$ cat src/rtl/core/rainbow_ring_pixel_color_assert.svh
// ----------------------------------------------------------------------------
// Rainbow ring assertion macros
// Shared concurrent check templates for the rainbow ring pixel color block.
// ----------------------------------------------------------------------------
`ifndef RAINBOW_RING_PIXEL_COLOR_ASSERT_SVH
`define RAINBOW_RING_PIXEL_COLOR_ASSERT_SVH

// same-cycle implication, quiet during reset
`define RRPC_ASSERT_IMPLY(name, clk, rst, ante, cons) \
  name: assert property (@(posedge clk) disable iff (rst) (ante) |-> (cons)) \
    else $error("rrpc: same-cycle check failed");

// next-cycle implication, quiet during reset
`define RRPC_ASSERT_NEXT(name, clk, rst, ante, cons) \
  name: assert property (@(posedge clk) disable iff (rst) (ante) |=> (cons)) \
    else $error("rrpc: next-cycle check failed");

`endif

$ cat src/rtl/core/rrpc_pkg.sv
// ----------------------------------------------------------------------------
// Rainbow ring pixel color package
// Shared widths, CORDIC constants and the divider beat type.
// ----------------------------------------------------------------------------
`default_nettype none

package rrpc_pkg;

  // matrix geometry defaults
  localparam int DEFAULT_MATRIX_WIDTH  = 64;
  localparam int DEFAULT_MATRIX_HEIGHT = 32;

  // cordic geometry
  localparam int CORDIC_ITERS = 16;
  localparam int VEC_W        = 24;  // vectoring x/y, covers the default matrix size
  localparam int ROT_W        = 19;  // rotation x/y
  localparam int ANG_W        = 18;  // rotation residual angle
  localparam int COS_W        = 18;  // clamped cosine, Q16 signed
  localparam int Q_W          = 17;  // unsigned Q16 values up to one
  localparam int W_W          = 16;  // ring half width in Q16

  localparam logic [16:0] CORDIC_GAIN_INV = 17'd39797;

  // arctangent of 2^-i in turns of 65536
  localparam logic [13:0] ATAN_TURNS [CORDIC_ITERS] = '{
    14'd8192, 14'd4836, 14'd2555, 14'd1297, 14'd651, 14'd326, 14'd163, 14'd81,
    14'd41,   14'd20,   14'd10,   14'd5,    14'd3,   14'd1,   14'd1,   14'd0
  };

  // register reset values
  localparam logic [12:0] RING_RADIUS_RESET = 13'd1229;
  localparam logic [11:0] RING_WIDTH_RESET  = 12'd410;

  // configuration register indexes
  typedef enum logic {
    REG_RING_RADIUS = 1'b0,
    REG_RING_WIDTH  = 1'b1
  } cfg_reg_t;

  // one beat of the mask divider chain
  typedef struct packed {
    logic           kill;
    logic [W_W-1:0] w;
    logic [Q_W-1:0] rem;
    logic [Q_W-1:0] quo;
  } div_beat_t;

endpackage

`default_nettype wire

$ cat src/rtl/core/rrpc_div_cell.sv
// ----------------------------------------------------------------------------
// Mask divider cell
// One restoring-division step: yields one quotient bit per cell.
// ----------------------------------------------------------------------------
`default_nettype none

module rrpc_div_cell import rrpc_pkg::*; #(
  parameter bit FIRST = 1'b0
) (
  input  logic      clk,
  input  div_beat_t b_in,
  output div_beat_t b_out
);

  logic [Q_W-1:0] t;
  logic           qb;

  // trial subtract
  always_comb begin
    t  = FIRST ? b_in.rem : {b_in.rem[Q_W-2:0], 1'b0};
    qb = t >= {1'b0, b_in.w};
  end

  // hand the partial result on
  always_ff @(posedge clk) begin
    b_out.kill <= b_in.kill;
    b_out.w    <= b_in.w;
    b_out.rem  <= qb ? (t - {1'b0, b_in.w}) : t;
    b_out.quo  <= {b_in.quo[Q_W-2:0], qb};
  end

endmodule

`default_nettype wire

$ cat config.mk
export PLATFORM = sky130hd
export DESIGN_NAME = rrpc_div_cell
export DESIGN_NICKNAME = d
export VERILOG_FILES = /design/src/rtl/core/rainbow_ring_pixel_color_assert.svh /design/src/rtl/core/rrpc_pkg.sv /design/src/rtl/core/rrpc_div_cell.sv
export SDC_FILE = /design/constraint.sdc
export NUM_CORES = 1
export LEC_CHECK = 0
export BUFFER_PORTS_ARGS = -buffer_cell sky130_fd_sc_hd__buf_2
export CAP_MARGIN = 20
export CORE_MARGIN = 8
export CORE_UTILIZATION = 49
export CTS_BUF_LIST = sky130_fd_sc_hd__clkbuf_16
export DETAILED_ROUTE_END_ITERATION = 6
export PLACE_DENSITY = 0.91
export SYNTH_ARGS = -nofsm -noshare
export SYNTH_HDL_FRONTEND = slang
export SYNTH_SLANG_ARGS = --single-unit
$ cat constraint.sdc
create_clock -name clk -period 6.4 [get_ports clk]
set_input_delay 1.28 -clock clk [delete_from_list [all_inputs] [get_ports clk]]
set_output_delay 1.28 -clock clk [all_outputs]
set_load 0.005 [all_outputs]
==> metrics <==
commonest cells in the netlist 51 x dfxtp_1, 20 x inv_1, 19 x nand2_1; row count 24; GR met1 Demand/Resource 15.6%; crit-path cells buf_2 > inv_1 > ha_1 > nor2b_1 > o2111ai_1 > nand3_1 > a21oi_1 > a21o_4 > inv_2 > mux2_4; clock power share 35.4%; Period Utilization, post-route 49.8%; CP arrival 3.36 ns; Num Clock Sinks 51; core region area 4290 um2; synthesis-stage register bit count 51; Inserted Clock Buffers 5; CP endpoint kind flip-flop; peak supply drop 138 uV; share of cells above drive strength 1 36.8%; syn nets 289; min Tclk post-route 3.19 ns; post-synthesis cell type count 42; synth warn 0; die height 82.4 um; initial antenna violation count 0; ys async rst share 0%; Hold Violations, Final 0; Antenna Diode Count 0; Hold-fix buffers, CTS 0; Via Count 1897; largest net degree at the start of global routing 19; ys flop type dfxtp_1; RSZ-0062 raised after global routing no; Total GRT Usage 15.6%; drt total wl 5.41 mm; die area 6790 um2; register name with the most flops b_out; dpl hpwl 4.24 mm; DR iter-0 viols 97; RD Place Congestion 0.850; met2 Use GR 27.3%; Reg clk slew, reported paths 0.06 ns; CP bufs+invs 3; met3 Usage GRT 5.19%; Power Density 296 nW/um2; number of synthesized flops with an enable pin 0; Setup-failing EPs final 0; Initial Utilization 50.3%; Net Switching 0.000213 W; outcome finished, final reports clean; setup TNS 0 ns; P_leak 1.48 nW; Final Non-Filler Cells 370; ANT nets after route 0; most frequent cell after synthesis dfxtp_1; Setup CP Type input port to flip-flop; Port Buf Inserts 100; worst-margin pin slew 0.476 ns; first drt pass iteration count 4; Reg power frac 42.9%; Die Span X 82.4 um; dpl cells 362; global route total overflow 0; TritonCTS clock tree built; vias per cell 5.13; Area contributors post-synth dfxtp_1 47%, ha_1 9.3%, a21oi_1 3.5%, inv_1 3.5%, o21ai_0 3.5%; CTS Buffer Depth 2; CP top delay family compound AO/OA/AOI/OAI gates; sequential fraction of the synthesis area 47.2%; Post-Syn Area per Cell 9.83 um2; Internal 0.000625 W; root buf cell clkbuf_16; first-pass GRT wire length 8.18 mm; vias in the first global route 1850; CP Launch Type input port; relative slew slack 67.9%; Final nets 386; Syn Inst Count 220; combinational power share 21.6%; Post-CTS Setup Repair Bufs 0; Syn Std Cell Area 2160 um2; synth-to-layout area growth 30.9%; Largest regs b_out x51; Core Util, Final 65.9%; post-CTS resize count 0; Max FO, Critical Path 18; Setup WS pre-CTS 2.93 ns; switching share of total power 25.4%; Crit path required time 6.57 ns; DRC Markers 0; drt wl/cell 14.6 um; area leader, netlist dfxtp_1; grt peak-use layer met2; Largest stage delay, worst path 0.32 ns; Top-Level Pins 103; Peak Freq 314 MHz; HP Class input port to flip-flop; slowest CP cell mux2_4; Max Cap Viol 0; setup ws final 3.21 ns; max reg flops 51; CTS H-tree depth 2; Hold WS 1.09 ns; Final Max Tran Viols 0; top-area cell type share of the netlist area 47.2%
[power by group through the flow]
stage | Combinational [W] | Sequential, W | Clock [W]
floorplan | 0.000105 | 0.000374 | 0
global placement | 0.000174 | 0.000366 | 0
detailed placement | 0.000180 | 0.000367 | 0
CTS | 0.000183 | 0.000360 | 0.000303
global route | 0.000201 | 0.000363 | 0.000317
finish | 0.000181 | 0.000360 | 0.000297
[kinds of logic (layout without fill, tap and decap cells)]
group                    after synthesis  in the layout  synth area share (%)
AO/OA/AOI/OAI                         58             58                  17.2
flip-flops                            51             51                  47.2
AND/OR/NAND/NOR                       45             45                  10.1
buffers and inverters                 31            129                  6.71
adder cells (fa/ha/maj)               17             17                  10.2
XOR/XNOR                              13             13                  5.27
multiplexers                           5              5                  3.30
[area by class of cell]
class	count	area [um2]
multi-input cells	138	996
flip-flops and latches	51	1020
fillers	350	1460
repair buffers	100	500
clock buffers	5	125
inverters	21	78.8
clock inverters	3	43.8
well taps	52	65.1
[path summary, 6_finish.rpt]
kind,startpoint,end,slack (ns),cells past startpoint
setup / recovery,b_in[35],b_out[27]$_DFF_P_,3.21,10
hold / removal,b_in[6],b_out[7]$_DFF_P_,1.09,1
[layer usage]
metal / vias up / share of wire (%)
met1: 854 / 35
met4: 0 / 2.8
li1: 945 / -
met3: 15 / 13
met5: - / 0
met2: 83 / 49
[layout by cell type (no fill, tap or decap), types with 2 or more instances in the layout]
cell and count:
nand2b_1 2, a21oi_1 15, inv_1 20, dfxtp_1 51, ha_1 16, nor2b_1 3, nand3_1 4, nand2_1 19
xnor2_1 8, o21ai_0 15, xor2_1 5, buf_2 100, nor2_1 7, nand4_1 5, a21o_1 9, and3_1 2
a31oi_1 4, mux2_4 4, clkbuf_16 5
[through the flow]
step | cell area (um2) | total power [W]
2_1_floorplan | 2160 | 0.000480
3_3_place_gp | 2660 | 0.000539
3_5_place_dp | 2660 | 0.000547
4_1_cts | 2830 | 0.000846
5_1_grt | 2830 | 0.000881
6_report | 2830 | 0.000838
(Power assumes the default switching activity.)
