### src/rtl/core/rainbow_ring_pixel_color_assert.svh
// ----------------------------------------------------------------------------
// Rainbow ring assertion macros
// Shared concurrent check templates for the rainbow ring pixel color block.
// ----------------------------------------------------------------------------
`ifndef RAINBOW_RING_PIXEL_COLOR_ASSERT_SVH
`define RAINBOW_RING_PIXEL_COLOR_ASSERT_SVH

// same-cycle implication, quiet during reset
`define RRPC_ASSERT_IMPLY(name, clk, rst, ante, cons) \
  name: assert property (@(posedge clk) disable iff (rst) (ante) |-> (cons)) \
    else $error("rrpc: same-cycle check failed");

// next-cycle implication, quiet during reset
`define RRPC_ASSERT_NEXT(name, clk, rst, ante, cons) \
  name: assert property (@(posedge clk) disable iff (rst) (ante) |=> (cons)) \
    else $error("rrpc: next-cycle check failed");

`endif

### src/rtl/core/rrpc_pkg.sv
// ----------------------------------------------------------------------------
// Rainbow ring pixel color package
// Shared widths, CORDIC constants and the divider beat type.
// ----------------------------------------------------------------------------
`default_nettype none

package rrpc_pkg;

  // matrix geometry defaults
  localparam int DEFAULT_MATRIX_WIDTH  = 64;
  localparam int DEFAULT_MATRIX_HEIGHT = 32;

  // cordic geometry
  localparam int CORDIC_ITERS = 16;
  localparam int VEC_W        = 24;  // vectoring x/y, covers the default matrix size
  localparam int ROT_W        = 19;  // rotation x/y
  localparam int ANG_W        = 18;  // rotation residual angle
  localparam int COS_W        = 18;  // clamped cosine, Q16 signed
  localparam int Q_W          = 17;  // unsigned Q16 values up to one
  localparam int W_W          = 16;  // ring half width in Q16

  localparam logic [16:0] CORDIC_GAIN_INV = 17'd39797;

  // arctangent of 2^-i in turns of 65536
  localparam logic [13:0] ATAN_TURNS [CORDIC_ITERS] = '{
    14'd8192, 14'd4836, 14'd2555, 14'd1297, 14'd651, 14'd326, 14'd163, 14'd81,
    14'd41,   14'd20,   14'd10,   14'd5,    14'd3,   14'd1,   14'd1,   14'd0
  };

  // register reset values
  localparam logic [12:0] RING_RADIUS_RESET = 13'd1229;
  localparam logic [11:0] RING_WIDTH_RESET  = 12'd410;

  // configuration register indexes
  typedef enum logic {
    REG_RING_RADIUS = 1'b0,
    REG_RING_WIDTH  = 1'b1
  } cfg_reg_t;

  // one beat of the mask divider chain
  typedef struct packed {
    logic           kill;
    logic [W_W-1:0] w;
    logic [Q_W-1:0] rem;
    logic [Q_W-1:0] quo;
  } div_beat_t;

endpackage

`default_nettype wire

### src/rtl/core/rrpc_cordic_cell.sv
// ----------------------------------------------------------------------------
// CORDIC cell
// One micro-rotation of a CORDIC chain, vectoring or rotation mode, registered.
// ----------------------------------------------------------------------------
`default_nettype none

module rrpc_cordic_cell import rrpc_pkg::*; #(
  parameter int DW     = ROT_W,
  parameter int ZW     = ANG_W,
  parameter int ITER   = 0,
  parameter bit VECTOR = 1'b0
) (
  input  logic                 clk,
  input  logic signed [DW-1:0] x_in,
  input  logic signed [DW-1:0] y_in,
  input  logic signed [ZW-1:0] z_in,
  output logic signed [DW-1:0] x_out,
  output logic signed [DW-1:0] y_out,
  output logic signed [ZW-1:0] z_out
);

  localparam logic signed [ZW-1:0] STEP = ZW'(ATAN_TURNS[ITER]);

  logic signed [DW-1:0] dx;
  logic signed [DW-1:0] dy;
  logic                 ccw;

  // shifted terms and rotation sense
  always_comb begin
    dx  = y_in >>> ITER;
    dy  = x_in >>> ITER;
    ccw = VECTOR ? y_in[DW-1] : !z_in[ZW-1];
  end

  // micro-rotation
  always_ff @(posedge clk) begin
    if (ccw) begin
      x_out <= x_in - dx;
      y_out <= y_in + dy;
      z_out <= z_in - STEP;
    end else begin
      x_out <= x_in + dx;
      y_out <= y_in - dy;
      z_out <= z_in + STEP;
    end
  end

endmodule

`default_nettype wire

### config.mk
export PLATFORM = sky130hd
export DESIGN_NAME = rrpc_cordic_cell
export DESIGN_NICKNAME = d
export VERILOG_FILES = /design/src/rtl/core/rainbow_ring_pixel_color_assert.svh /design/src/rtl/core/rrpc_pkg.sv /design/src/rtl/core/rrpc_cordic_cell.sv
export SDC_FILE = /design/constraint.sdc
export NUM_CORES = 1
export LEC_CHECK = 0
export ABC_AREA = 1
export BUFFER_PORTS_ARGS = -buffer_cell sky130_fd_sc_hd__buf_2
export CAP_MARGIN = 15
export CORE_MARGIN = 1
export CORE_UTILIZATION = 45
export DETAILED_ROUTE_END_ITERATION = 12
export HOLD_SLACK_MARGIN = 0.06
export MAX_ROUTING_LAYER = met4
export PLACE_DENSITY = 0.81
export SLEW_MARGIN = 10
export SYNTH_ARGS = -nofsm -noshare
export SYNTH_HDL_FRONTEND = slang
export SYNTH_SLANG_ARGS = --single-unit
### constraint.sdc
create_clock -name clk -period 1.4 [get_ports clk]
set_input_delay 0.07 -clock clk [delete_from_list [all_inputs] [get_ports clk]]
set_output_delay 0.07 -clock clk [all_outputs]
set_load 0.01 [all_outputs]
==> metrics.md <==
| Metric | Value |
|---|---|
| Routed wire length | `about 14,000 µm` |
| Drt wl/cell | `12.8 µm` |
| Max Clk Rate | `738 MHz` |
| CP max FO | `5` |
| Seq/Total Area, Yosys | `22.6%` |
| Area growth, synth to finish | `41.9%` |
| Largest net degree at the start of global routing | `37` |
| Average cell area after synthesis | `6.67 µm²` |
| DRC errors left | `0` |
| Hold crit path type | `in2reg` |
| Max cap viols | `0` |
| Slew at the pin closest to its max-slew limit | `0.440 ns` |
| Fin crit period | `1.36 ns` |
| Post-route insts no fill | `around 1,100` |
| Die span in x | `106 µm` |
| Global-route wire length before repair | `22,100 µm` |
| Filler instances | `919` |
| Worst EP arrival | `1.58 ns` |
| Post-synth top flop | `dfxtp_1` |
| PnR Total Power | `5550 µW` |
| Hold path startpoint | `z_in[15]` |
| Async SR Flop Fraction | `0%` |
| Clock sinks | `between 50 and 60` |
| Initial antenna violation count | `0` |
| Most area-hungry cell type in the Yosys netlist | `dfxtp_1` |
| I/O pins | `113` |
| Placement row count | `37` |
| Clk pwr share | `19.0%` |
| Startpoint Class | `input pin` |
| Via density per instance | `5.05` |
| Die H | `106 µm` |
| Busiest metal layer after global routing | `met2` |
| M2 GR Usage | `42.7%` |
| Status | `finished, final reports clean` |
| Min-Delay Path Depth | `3` |
| Peak supply drop | `637 µV` |
| Initial Util | `46.8%` |
| DR iter-0 viols | `348` |
| Mapped cell area | `0.00488 mm²` |
| Worst EP required | `1.62 ns` |
| Post-synth EDFFs | `0` |
| Final Util | `66.4%` |
| Top post-synthesis cells by area | `dfxtp_1, ha_1, nand2_1` |
| Grt ovf | `0` |
| H-Tree Depth | `2` |
| Total track usage | `25.0%` |
| Clock Pin Slew Worst Setup and Hold Paths | `0.10 ns` |
| Part of the power in registers | `33.4%` |
| Setup-failing EPs final | `0` |
| Area share of the largest cell type after synthesis | `22.6%` |
| Synth Net Count | `854` |
| Max clock buf depth | `2` |
| Hold endpoint | `z_out[15]$_DFF_P_` |
| RSZ-0062 raised after global routing | `yes` |
| YS warnings | `0` |
| Comb power frac | `47.6%` |
| RePlAce Congestion | `1.01` |
| Final Cycle Share | `just under 100%` |
| Post-synthesis register bit count | `55` |
| DP HPWL | `11,100 µm` |
| DR vias | `5,566` |
| Slew Viols, Final | `0` |
| Port Buf Inserts | `112` |
| Switching power total | `2050 µW` |
| Syn Inst Count | `731` |
| P_leak | `roughly 0.0038 µW` |
| Power Dens Cells | `roughly 800 mW/mm²` |
| Met1 Usage GRT | `30.5%` |
| Pint | `about 3500 µW` |
| DIE AREA | `0.0113 mm²` |
| Vias in the first global route | `5,078` |
| Share of cells above drive strength 1 | `32.5%` |
| Switching share of power | `37.0%` |
| Final hold vios | `0` |
| Max_slew headroom | `70.3%` |
| Layout Nets | `1,089` |
| TritonCTS buffer count | `5` |
| Total core area | `0.0104 mm²` |
| Ant diodes | `0` |
| Global routing usage on met3 | `3.07%` |
| CTS root buffer | `clkbuf_8` |
| Library cells used by synthesis | `37` |
| Hold Slack | `0.149 ns` |
| Dpl cells | `1,076` |
| Worst setup path category | `in2reg` |
| DRT Pass-1 Iters | `8` |
| Worst Setup End Kind | `flop` |
| CTS tree | `built` |
| Post-detailed-route count of antenna-violating nets | `0` |
[worst max path at each step]
stage               depth (start not counted)                end  startpoint  slack (ns)
finish                                     13  x_out[16]$_DFF_P_     x_in[9]        0.04
global route                               12  y_out[16]$_DFF_P_    x_in[13]       -0.07
CTS                                        12  y_out[16]$_DFF_P_    x_in[13]       0.002
detailed placement                         12  y_out[17]$_DFF_P_     x_in[7]       -0.43
global placement                           12  x_out[17]$_DFF_P_     x_in[3]       -0.37
floorplan                                  11  y_out[16]$_DFF_P_     y_in[0]      -0.008
[cell usage in the layout, fill, tap and decap left out, drive strengths merged, types with 2 or more instances in the layout]
master and instances:
buf 233, nand2 207, inv 111, nand3 83, ha 62, dfxtp 55
a21oi 51, nor2 48, o21ai 31, dlygate4sd3 17, xor2 12, o21bai 9
a21o 7, o22ai 6, clkbuf 6, nand4 5, nor3 5, nor4 4
fa 4, xnor2 3, and2 2
[worst max-delay path, cell delays in order]
cell and delay [ns]:
buf_2 0.09, inv_1 0.06, ha_4 0.30, buf_12 0.13, inv_1 0.07, o21bai_1 0.33, nand2_1 0.11, nand2_1 0.11
a21oi_1 0.09, nand2_1 0.07, nand2_1 0.05, nand3_1 0.06, nand2_1 0.05
[per-layer routing]
| layer | vias up | part of all wire [%] | wire length, µm |
|---|---|---|---|
| met2 | 218 | 48 | 6710 |
| met3 | 32 | 7.1 | 996 |
| met4 | 0 | 2.6 | 363 |
| met1 | 2530 | 43 | 6040 |
| met5 | - | 0 | 0 |
| li1 | 2786 | - | - |
[cells in the mapped netlist, types with 2 or more instances]
library cell	instances
a21o_1	7
a21oi_1	49
a21oi_2	2
and2_1	2
buf_2	3
buf_4	9
buf_6	8
clkbuf_1	2
dfxtp_1	55
fa_1	4
ha_1	62
inv_1	109
inv_2	2
nand2_1	196
nand2_2	8
nand2_4	3
nand3_1	78
nand3_2	5
nand4_1	5
nor2_1	42
nor2_2	3
nor2_4	3
nor3_1	4
nor4_2	3
o21ai_0	28
o21ai_1	2
o21bai_1	9
o22ai_1	6
xnor2_1	3
xor2_1	12
[power groups by stage]
stage	clock (µW)	combinational (µW)	sequential (µW)
after global placement	0	2360	1890
after CTS	1090	2460	1850
after floorplan	0	1280	2020
after detailed placement	0	2400	1890
final	1060	2640	1850
after global routing	1170	2910	1870
[layout make-up]
class / count / area (µm²) / area share [%]
flip-flops and latches: 55 / 1100 / 15.9
repair buffers: 251 / 1680 / 24.3
multi-input cells: 542 / 3440 / 49.8
well taps: 136 / 170 / 2.46
clock inverters: 2 / 37.5 / 0.542
inverters: 111 / 417 / 6.02
clock buffers: 5 / 68.8 / 0.995
[sequential cells by signal (all words and copies together), names as in the netlist]
signal and flops:
x_out 18, y_out 19, z_out 18
[cells by family (layout without fill, tap and decap cells)]
kind of cell | count (synthesis) | after routing | share of synthesized area, %
AOI/OAI and AO/OA | 106 | 106 | 12.2
xor gates and xnor gates | 15 | 15 | 2.69
adders and majority gates | 66 | 66 | 17.5
buffers and inverters | 134 | 369 | 12.3
DFF | 55 | 55 | 22.6
and+or+nand+nor | 355 | 355 | 32.7
[metrics by stage]
step | setup WS [ns] | cell area (µm²) | TNS, ns
2_1_floorplan | -0.00849 | 4890 | -0.00849
6_report | 0.0443 | 6920 | 0
4_1_cts | 0.00244 | 6650 | 0
5_1_grt | -0.0707 | 6920 | -0.294
3_5_place_dp | -0.427 | 6350 | -9.71
3_3_place_gp | -0.369 | 6350 | -8.30
[repair_timing]
item | CTS | global route
setup endpoints to repair | 15 | 23
gates resized for setup | 7 | 47
buffers inserted | 0 | 1
hold buffers | 17 | 0
gates cloned | 0 | 1
pin swaps | 0 | 5
endpoints found under the hold margin | 17 | 0
Power figures use the tool's default switching activity.
